## config.mk

```make
export PLATFORM = sky130hd
export DESIGN_NAME = modulation_matrix_router
export DESIGN_NICKNAME = d
export VERILOG_FILES = /design/src/rtl/core/mmr_pkg.sv /design/src/rtl/core/modulation_matrix_router.sv /design/src/rtl/core/mmr_cell.sv /design/src/rtl/core/mmr_mac.sv
export SDC_FILE = /design/constraint.sdc
export NUM_CORES = 2
export LEC_CHECK = 0
export BUFFER_PORTS_ARGS = -buffer_cell sky130_fd_sc_hd__buf_2
export CELL_PAD_IN_SITES_DETAIL_PLACEMENT = 2
export CELL_PAD_IN_SITES_GLOBAL_PLACEMENT = 2
export CORE_AREA = 4 4 399 401
export DETAILED_ROUTE_END_ITERATION = 16
export DIE_AREA = 0 0 403 405
export MAX_ROUTING_LAYER = met4
export PLACE_DENSITY = 0.8
export SETUP_SLACK_MARGIN = 0.5
export SLEW_MARGIN = 0
export SYNTH_ARGS = -nofsm -noshare
export SYNTH_HDL_FRONTEND = slang
export SYNTH_SLANG_ARGS = --single-unit
```

## constraint.sdc

```tcl
create_clock -name clk -period 47.3 [get_ports clk]
set_clock_uncertainty 0.15 [all_clocks]
set_input_delay 0 -clock clk [delete_from_list [all_inputs] [get_ports clk]]
set_output_delay 0 -clock clk [all_outputs]
set_load 0.05 [all_outputs]
```

## src/rtl/core/mmr_pkg.sv

```systemverilog
`timescale 1ns / 1ps
// mmr_pkg: shared types and codes of the modulation matrix router
// no dependencies; used by mmr_cell, modulation_matrix_router and tb_modulation_matrix_router
package mmr_pkg;

    typedef struct packed {
        logic               valid;
        logic [4:0]         source;
        logic [4:0]         dest;
        logic signed [16:0] amount;
        logic [15:0]        id;
    } entry_t;

    localparam logic [2:0] KIND_ADD    = 3'd0;
    localparam logic [2:0] KIND_REMOVE = 3'd1;
    localparam logic [2:0] KIND_CLEAR  = 3'd2;
    localparam logic [2:0] KIND_SET    = 3'd3;
    localparam logic [2:0] KIND_GET    = 3'd4;
    localparam logic [2:0] KIND_QUERY  = 3'd5;

    localparam logic [1:0] STATUS_OK         = 2'd0;
    localparam logic [1:0] STATUS_NOT_FOUND  = 2'd1;
    localparam logic [1:0] STATUS_FULL       = 2'd2;
    localparam logic [1:0] STATUS_BAD_SOURCE = 2'd3;

    localparam logic signed [16:0] AMOUNT_MAX = 17'sd32768;
    localparam logic signed [16:0] AMOUNT_MIN = -17'sd32768;

endpackage

```

## src/rtl/core/modulation_matrix_router.sv

```systemverilog
`timescale 1ns / 1ps
// modulation_matrix_router: routing table as a rotating chain of slot cells plus source bank
// depends on mmr_pkg, mmr_cell and mmr_mac
//
// Set, get, unused codes and adds to a bad source put their result out in the cycle after
// the input transfer, so they can follow each other with no gap. Add, remove, clear and
// query rotate the whole routing chain once past a single head stage, one slot per cycle,
// then pass through the drain and done states before the result transfer; the query sum
// goes through one multiplier and accumulator at the head. One item is in work at a time;
// while a result waits under out_stall the input stalls too.
module modulation_matrix_router
    import mmr_pkg::*;
#(
    parameter int MAX_ROUTINGS = 32,
    parameter int NUM_SOURCES  = 16,
    parameter int NUM_DESTS    = 32
)
(
    input  logic               clk,
    input  logic               rst_n,
    input  logic               in_valid,
    output logic               in_stall,
    input  logic [2:0]         kind,
    input  logic [4:0]         source_index,
    input  logic [4:0]         dest_index,
    input  logic signed [16:0] amount,
    input  logic [15:0]        routing_id,
    input  logic signed [15:0] source_value,
    output logic               out_valid,
    input  logic               out_stall,
    output logic [1:0]         status,
    output logic [15:0]        new_id,
    output logic signed [36:0] value
);

    localparam int CNT_W = (MAX_ROUTINGS > 1) ? $clog2(MAX_ROUTINGS) : 1;
    localparam int SRC_W = (NUM_SOURCES > 1) ? $clog2(NUM_SOURCES) : 1;
    localparam logic [CNT_W-1:0] CNT_LAST = CNT_W'(MAX_ROUTINGS - 1);
    localparam logic [5:0] SRC_LIMIT = 6'(NUM_SOURCES);
    localparam logic [5:0] DST_LIMIT = 6'(NUM_DESTS);

    localparam logic [1:0] S_IDLE  = 2'd0;
    localparam logic [1:0] S_SWEEP = 2'd1;
    localparam logic [1:0] S_DRAIN = 2'd2;
    localparam logic [1:0] S_DONE  = 2'd3;

    logic [1:0]         state_reg, state_next;
    logic [CNT_W-1:0]   cnt_reg;
    logic [2:0]         kind_reg;
    logic [4:0]         src_reg;
    logic [4:0]         dst_reg;
    logic               dst_ok_reg;
    logic signed [16:0] amt_reg;
    logic [15:0]        rid_reg;
    logic               found_reg;
    logic               hit_reg;
    logic [15:0]        id_counter_reg;
    logic signed [15:0] level_reg [NUM_SOURCES];

    logic               out_valid_reg;
    logic [1:0]         status_reg;
    logic [15:0]        new_id_reg;
    logic signed [36:0] value_reg;

    entry_t             chain [MAX_ROUTINGS];
    entry_t             head;
    entry_t             feed;
    logic               sweeping;
    logic               accept;
    logic               src_ok;
    logic               out_free;
    logic               immediate;
    logic               take_slot;
    logic               drop_slot;
    logic               mac_en;
    logic signed [15:0] head_level;
    logic signed [15:0] get_level;
    logic signed [16:0] amt_clamped;
    logic signed [36:0] acc;

    assign sweeping  = (state_reg == S_SWEEP);
    assign out_free  = !out_valid_reg || !out_stall;
    assign in_stall  = (state_reg != S_IDLE) || !out_free;
    assign accept    = in_valid && !in_stall;
    assign src_ok    = ({1'b0, source_index} < SRC_LIMIT);
    assign immediate = !(kind == KIND_REMOVE || kind == KIND_CLEAR || kind == KIND_QUERY
                         || (kind == KIND_ADD && src_ok));
    assign head      = chain[MAX_ROUTINGS-1];
    assign get_level = src_ok ? level_reg[source_index[SRC_W-1:0]] : 16'sd0;

    always_comb
    begin
        if (amount > AMOUNT_MAX)
        begin
            amt_clamped = AMOUNT_MAX;
        end
        else if (amount < AMOUNT_MIN)
        begin
            amt_clamped = AMOUNT_MIN;
        end
        else
        begin
            amt_clamped = amount;
        end
    end

    // head stage: edit the slot as it passes back into the tail of the chain
    always_comb
    begin
        take_slot = (kind_reg == KIND_ADD) && !head.valid && !found_reg;
        drop_slot = ((kind_reg == KIND_REMOVE) && head.valid && (head.id == rid_reg))
                    || (kind_reg == KIND_CLEAR);
        feed = head;
        if (take_slot)
        begin
            feed.valid  = 1'b1;
            feed.source = src_reg;
            feed.dest   = dst_reg;
            feed.amount = amt_reg;
            feed.id     = id_counter_reg;
        end
        else if (drop_slot)
        begin
            feed.valid = 1'b0;
        end
    end

    assign mac_en = sweeping && (kind_reg == KIND_QUERY) && dst_ok_reg && head.valid
                    && (head.dest == dst_reg);
    assign head_level = ({1'b0, head.source} < SRC_LIMIT)
                        ? level_reg[head.source[SRC_W-1:0]] : 16'sd0;

    genvar g;
    generate
        for (g = 0; g < MAX_ROUTINGS; g++)
        begin : g_cell
            mmr_cell u_cell
            (
                .clk   (clk),
                .rst_n (rst_n),
                .shift (sweeping),
                .d     ((g == 0) ? feed : chain[(g == 0) ? 0 : g - 1]),
                .q     (chain[g])
            );
        end
    endgenerate

    mmr_mac u_mac
    (
        .clk    (clk),
        .rst_n  (rst_n),
        .clr    (accept),
        .en     (mac_en),
        .level  (head_level),
        .amount (head.amount),
        .acc    (acc)
    );

    always_comb
    begin
        state_next = state_reg;
        case (state_reg)
            S_IDLE:
            begin
                if (accept && !immediate)
                begin
                    state_next = S_SWEEP;
                end
            end
            S_SWEEP:
            begin
                if (cnt_reg == CNT_LAST)
                begin
                    state_next = S_DRAIN;
                end
            end
            S_DRAIN:
            begin
                state_next = S_DONE;
            end
            S_DONE:
            begin
                if (out_free)
                begin
                    state_next = S_IDLE;
                end
            end
            default:
            begin
                state_next = S_IDLE;
            end
        endcase
    end

    always_ff @(posedge clk or negedge rst_n)
    begin
        if (!rst_n)
        begin
            state_reg      <= S_IDLE;
            cnt_reg        <= '0;
            found_reg      <= 1'b0;
            hit_reg        <= 1'b0;
            id_counter_reg <= '0;
            out_valid_reg  <= 1'b0;
            for (int i = 0; i < NUM_SOURCES; i++)
            begin
                level_reg[i] <= '0;
            end
        end
        else
        begin
            state_reg <= state_next;
            if (accept)
            begin
                cnt_reg   <= '0;
                found_reg <= 1'b0;
                hit_reg   <= 1'b0;
                if (kind == KIND_SET && src_ok)
                begin
                    level_reg[source_index[SRC_W-1:0]] <= source_value;
                end
            end
            else if (sweeping)
            begin
                cnt_reg <= cnt_reg + 1'b1;
                if (take_slot)
                begin
                    found_reg <= 1'b1;
                end
                if (drop_slot)
                begin
                    hit_reg <= 1'b1;
                end
            end

            if ((accept && immediate) || (state_reg == S_DONE && out_free))
            begin
                out_valid_reg <= 1'b1;
            end
            else if (!out_stall)
            begin
                out_valid_reg <= 1'b0;
            end

            if (state_reg == S_DONE && out_free && kind_reg == KIND_ADD && found_reg)
            begin
                id_counter_reg <= id_counter_reg + 1'b1;
            end
        end
    end

    // operands and transfer payload
    always_ff @(posedge clk)
    begin
        if (accept)
        begin
            kind_reg   <= kind;
            src_reg    <= source_index;
            dst_reg    <= dest_index;
            dst_ok_reg <= ({1'b0, dest_index} < DST_LIMIT);
            amt_reg    <= amt_clamped;
            rid_reg    <= routing_id;
        end

        if (accept && immediate)
        begin
            new_id_reg <= '0;
            value_reg  <= (kind == KIND_GET) ? {{21{get_level[15]}}, get_level} : 37'sd0;
            status_reg <= (!src_ok && (kind == KIND_ADD || kind == KIND_SET
                                       || kind == KIND_GET))
                          ? STATUS_BAD_SOURCE : STATUS_OK;
        end
        else if (state_reg == S_DONE && out_free)
        begin
            new_id_reg <= (kind_reg == KIND_ADD && found_reg) ? id_counter_reg : 16'd0;
            value_reg  <= (kind_reg == KIND_QUERY) ? acc : 37'sd0;
            case (kind_reg)
                KIND_ADD:
                begin
                    status_reg <= found_reg ? STATUS_OK : STATUS_FULL;
                end
                KIND_REMOVE:
                begin
                    status_reg <= hit_reg ? STATUS_OK : STATUS_NOT_FOUND;
                end
                default:
                begin
                    status_reg <= STATUS_OK;
                end
            endcase
        end
    end

    assign out_valid = out_valid_reg;
    assign status    = status_reg;
    assign new_id    = new_id_reg;
    assign value     = value_reg;

endmodule

```

## src/rtl/core/mmr_cell.sv

```systemverilog
`timescale 1ns / 1ps
// mmr_cell: one routing slot of the rotating routing chain
// depends on mmr_pkg for entry_t
module mmr_cell
    import mmr_pkg::*;
(
    input  logic   clk,
    input  logic   rst_n,
    input  logic   shift,
    input  entry_t d,
    output entry_t q
);

    logic               valid_reg;
    logic [4:0]         source_reg;
    logic [4:0]         dest_reg;
    logic signed [16:0] amount_reg;
    logic [15:0]        id_reg;

    always_ff @(posedge clk or negedge rst_n)
    begin
        if (!rst_n)
        begin
            valid_reg <= 1'b0;
        end
        else if (shift)
        begin
            valid_reg <= d.valid;
        end
    end

    always_ff @(posedge clk)
    begin
        if (shift)
        begin
            source_reg <= d.source;
            dest_reg   <= d.dest;
            amount_reg <= d.amount;
            id_reg     <= d.id;
        end
    end

    assign q = {valid_reg, source_reg, dest_reg, amount_reg, id_reg};

endmodule

```

## src/rtl/core/mmr_mac.sv

```systemverilog
`timescale 1ns / 1ps
// mmr_mac: registered multiply then 37-bit wrapping accumulate
// no package dependencies
module mmr_mac
(
    input  logic               clk,
    input  logic               rst_n,
    input  logic               clr,
    input  logic               en,
    input  logic signed [15:0] level,
    input  logic signed [16:0] amount,
    output logic signed [36:0] acc
);

    logic signed [32:0] prod_reg;
    logic               prod_valid_reg;
    logic signed [36:0] acc_reg;

    always_ff @(posedge clk or negedge rst_n)
    begin
        if (!rst_n)
        begin
            prod_valid_reg <= 1'b0;
            acc_reg        <= '0;
        end
        else if (clr)
        begin
            prod_valid_reg <= 1'b0;
            acc_reg        <= '0;
        end
        else
        begin
            prod_valid_reg <= en;
            if (prod_valid_reg)
            begin
                acc_reg <= acc_reg + {{4{prod_reg[32]}}, prod_reg};
            end
        end
    end

    always_ff @(posedge clk)
    begin
        if (en)
        begin
            prod_reg <= 33'(level) * 33'(amount);
        end
    end

    assign acc = acc_reg;

endmodule

```

==> impl_results.md, run 1 <==
- Status: aborted with a tool error
- Failed at: 3_5_place_dp
- Err: [ERROR DPL-0033] detailed placement checks failed during check placement.
- Syn avg cell area: 18.1 sq um
- Gp weighted congestion: 0.807
- Synthesized area: 76100 sq um
- Die extent in y: approximately 410 microns
- Starting Density: between 40 and 50%
- Largest area contributor in the netlist: edfxtp_1
- Cells after synthesis: 4203
- # IOs: 123
- Register area share after synthesis: a little under three quarters
- Syn Nets: 4673
- Top_reg_cell synth: edfxtp_1
- Num rows: 145
- Yosys reg bits: between 1500 and 2000
- Ys async rst share: 18.9%
- Synth unique cells: 66
- Share of the synthesized area in the top cell type: 59.0%
- Port bufs: around 120
- Die width: 403 microns
- Post-synth EDFFs: roughly 1500
- Yosys warns: 0
- HPWL Detailed: 172000 microns
- Largest cells by area after synthesis: edfxtp_1 (59%), dfrtp_1 (12%), fa_1 (7.3%)
==> per-stage QoR <==
step | setup WS (ps) | hold WS (ps) | cells | cell area, sq um
3_3_place_gp | 37830 | -157 | 6304 | 79300
2_1_floorplan | 10640 | -446 | 4203 | 76100
==> cells in the mapped netlist, drive strengths merged, types with 15 or more instances <==
library cell  number
nand2            175
dfrtp            352
mux4             160
a21o              54
and2             169
clkbuf           124
nand3             18
mux2             332
a22o              15
nor2b             24
ha               127
edfxtp          1494
dfxtp             16
nand4             17
a21oi             64
fa               277
mux2i             26
buf               22
xnor2             63
nor2              96
o21ai             45
xor2              45
inv              349
==> logic make-up after synthesis <==
| group | synth area share (%) |
|---|---|
| DFF | 71.0 |
| and+or+nand+nor | 3.81 |
| xor gates and xnor gates | 1.24 |
| muxes | 10.0 |
| adders and majority gates | 9.38 |
| buffers and inverters | 2.46 |
| AOI/OAI and AO/OA | 2.12 |
==> run 2, diff against run 1 <==
--- a/config.mk
+++ b/config.mk
@@ -6,14 +6,10 @@
 export NUM_CORES = 2
 export LEC_CHECK = 0
 export BUFFER_PORTS_ARGS = -buffer_cell sky130_fd_sc_hd__buf_2
-export CELL_PAD_IN_SITES_DETAIL_PLACEMENT = 2
-export CELL_PAD_IN_SITES_GLOBAL_PLACEMENT = 2
-export CORE_AREA = 4 4 399 401
+export CORE_AREA = 4 4 442 444
 export DETAILED_ROUTE_END_ITERATION = 16
-export DIE_AREA = 0 0 403 405
-export MAX_ROUTING_LAYER = met4
-export PLACE_DENSITY = 0.8
-export SETUP_SLACK_MARGIN = 0.5
+export DIE_AREA = 0 0 446 448
+export PLACE_DENSITY_LB_ADDON = 0.15
 export SLEW_MARGIN = 0
 export SYNTH_ARGS = -nofsm -noshare
 export SYNTH_HDL_FRONTEND = slang
==> run 2 against run 1 <==
Effect of this change:
- the flow now finishes without violations
- synthesized area unchanged
- synthesized cell count stayed put
==> impl_results.md, run 2 <==
- Status: completed
- Num rows: 161 (+11%)
- Max incr delay on CP: roughly 980 ps
- TritonCTS Sinks: roughly 1900
- DRC viols: 0
- Hold slack: 120 ps
- RSZ-0062 raised after global routing: no
- Max Clk Rate: 0.108 GHz
- Port bufs: 122 (unchanged)
- CP Capture Type: flop
- Core area: 192000 sq um
- Syn avg cell area: 18.1 sq um (unchanged)
- Final net count: 5055
- Clock Pin Slew Worst Setup and Hold Paths: 60 ps
- Worst hold path class: primary input to flop
- Final instance count without filler cells: approximately 7300
- Die area: 200000 sq um
- Power after layout: 4.77 mW
- Peak supply drop: around 0.047 mV
- Met1 GRT Util: a little under a quarter
- Hold Vio Cnt, Final: 0
- Worst Path Arrival: 9620 ps
- Register area share after synthesis: 71.0% (unchanged)
- Post-synthesis mux area share: 10.0% (unchanged)
- Most frequent cell after synthesis: edfxtp_1
- Initial drt markers: 2702
- Synthesized area: 76100 sq um (unchanged)
- HPWL Detailed: 92400 microns (-46%)
- Layout cell share with drive strength beyond 1: 21.3%
- Gp weighted congestion: 0.762 (-5.5%)
- ANT nets after route: 0
- NetSw: 1.25 mW
- Yosys reg bits: 1862 (unchanged)
- Adder-cell share of the synthesized area: 9.38% (unchanged)
- Pwr/cell area: around 54 nW/um^2
- Yosys warns: 0 (unchanged)
- Synth unique cells: 66 (unchanged)
- Met3 Use GR: under 10%
- Main combinational cell family by area after synthesis: multiplexers
- Cells after synthesis: 4203 (unchanged)
- Routed length per placed instance: 21.2 microns
- Max-cap violations: 0
- Pins Over Slew Limit: 0
- Vias in the first global route: 37592
- Combinational fraction of design power: around an eighth
- Most frequent CP cell: fa_1
- Global-route total usage across every layer: ~16%
- Syn Nets: 4673 (unchanged)
- Top_reg_cell synth: edfxtp_1
- Inserted Clock Buffers: 193
- Synth Area in Compound Gates: 2.12% (unchanged)
- Root cell of the clock tree: clkbuf_16
- Hold bufs inserted after CTS: between 100 and 150
- Gr ovfl total: 0
- H-tree levels: 4
- Slowest-stage cell, CP: nor2b_2
- Vias after detailed routing: 35865
- Share of the synthesized area in the top cell type: 59.0% (unchanged)
- Internal: 3.52 mW
- Final Cycle Share: 19.5%
- Final setup fails: 0
- Number of gates resized after cts: 0
- Post-CTS Setup Inserts: 0
- Met2 Use GR: 24.5%
- Flop pwr share: 55.6%
- LEAKAGE: approximately 34 nW
- Ys async rst share: 18.9% (unchanged)
- Synth cell count leaders: edfxtp_1 (1494), dfrtp_1 (352), inv_1 (349)
- Cell Count Post-Placement: 6779
- Worst slew margin: 16.9%
- Die extent in y: 448 microns (+11%)
- Number of flip-flops in the largest register: 544
- Power share of the clock group: 31.4%
- Pre-antenna DRT Iters: 5
- Clock latency on the worst-skew pair: around 800 ps
- CP Launch Type: flop
- Starting Density: 39.7% (-9.2 points)
- Post-synthesis xor/xnor area fraction: 1.24% (unchanged)
- Worst-margin pin slew: 1240 ps
- Routed wire length: 154000 microns
- Worst Path Required: 47690 ps
- Crit path time final: 9230 ps
- Initial antenna violation count: 6
- Post-synth EDFFs: 1494 (unchanged)
- # IOs: 123 (unchanged)
- Most common cell after layout, fill and taps aside: edfxtp_1
- Avg Vias per Cell: 4.93
- Die width: 446 microns (+11%)
- Most frequent cells in the layout: edfxtp_1 (1494), dfrtp_1 (351), inv_1 (347), mux2_2 (332), fa_1 (277)
- CTS max path bufs: 3
- GR peak layer: met2
- Largest area contributor in the netlist: edfxtp_1
- WS Path Type: flop to flop
- Setup Total Neg Slack: 0 ps
- P&R area growth vs syn: 15.3%
- Sw Ratio: 26.1%
- Worst-path fanout max: 65
- Largest net degree at the start of global routing: slightly above 200
- Simple-Gate Fraction of Synth Area: 3.81% (unchanged)
- CTS tree: done
- Largest cells by area after synthesis: edfxtp_1 (59%), dfrtp_1 (12%), fa_1 (7.3%)
- First-pass GRT wire length: 238000 microns
-- run 2: critical path, delay by kind of cell (launching register included) --
family	cells	cell delay (ps)
adder cells (fa/ha/maj)	7	3140
AND/OR/NAND/NOR	5	2130
buffers and inverters	6	1250
AO/OA/AOI/OAI	5	1160
multiplexers	2	650
flip-flops	1	320
XOR/XNOR	1	130
-- run 2: layout make-up --
type | count | area, sq um
diodes | 2 | 5.00
clock buffers | 273 | 5390
clock inverters | 88 | 942
fillers | 16498 | 104000
inverters | 349 | 1310
multi-input cells | 1846 | 20300
flip-flops and latches | 1862 | 54000
well taps | 2526 | 3160
repair buffers | 333 | 2610
-- run 2: kinds of logic after synthesis --
logic type	count (synthesis)
fa+ha+maj	404
simple gates	572
buf+inv	495
xor+xnor	108
compound gates	244
flops	1862
mux	518
-- run 2: power by group through the flow --
stage	Clock, mW	Sequential, mW	Combinational, mW
floorplan	0	3.39	0.376
global placement	0	2.68	0.621
detailed placement	0	2.68	0.629
CTS	1.55	2.67	0.640
global route	1.62	2.70	0.682
finish	1.50	2.65	0.619
-- run 2: final timing paths --
path | slack (ps) | endpoint | depth (start not counted) | start
max in group asynchronous | 45800 | u_mac.acc[12] | 4 | rst_n
min | 120 | level_reg[123] | 3 | source_value[11]
max reg2reg | 38070 | u_mac.prod_reg[32] | 26 | g_cell[31].u_cell.source_reg[1]
min reg2reg | 240 | g_cell[4].u_cell.amount_reg[12] | 0 | g_cell[3].u_cell.amount_reg[12]
min in group asynchronous | 280 | level_reg[240] | 4 | rst_n
max | 38070 | u_mac.prod_reg[32] | 26 | g_cell[31].u_cell.source_reg[1]
-- run 2: metal layers --
layer	vias up	part of all wire, %	wire, microns
met3	263	3.6	5560
met4	0	3.0	4630
li1	16129	-	-
met5	-	0	0
met2	575	46	71600
met1	18898	47	72600
-- run 2: stage by stage --
| step | cell area [sq um] | utilization [%] | setup WS [ps] |
|---|---|---|---|
| global placement | 80000 | 41.7 | 38100 |
| CTS | 87700 | 45.8 | 38040 |
| floorplan | 76100 | - | 10640 |
| finish | 87700 | 45.8 | 38070 |
| global route | 87700 | 45.8 | 37740 |
| detailed placement | 80000 | 41.7 | 38070 |
Note: power is estimated with default switching activity, not from simulation.
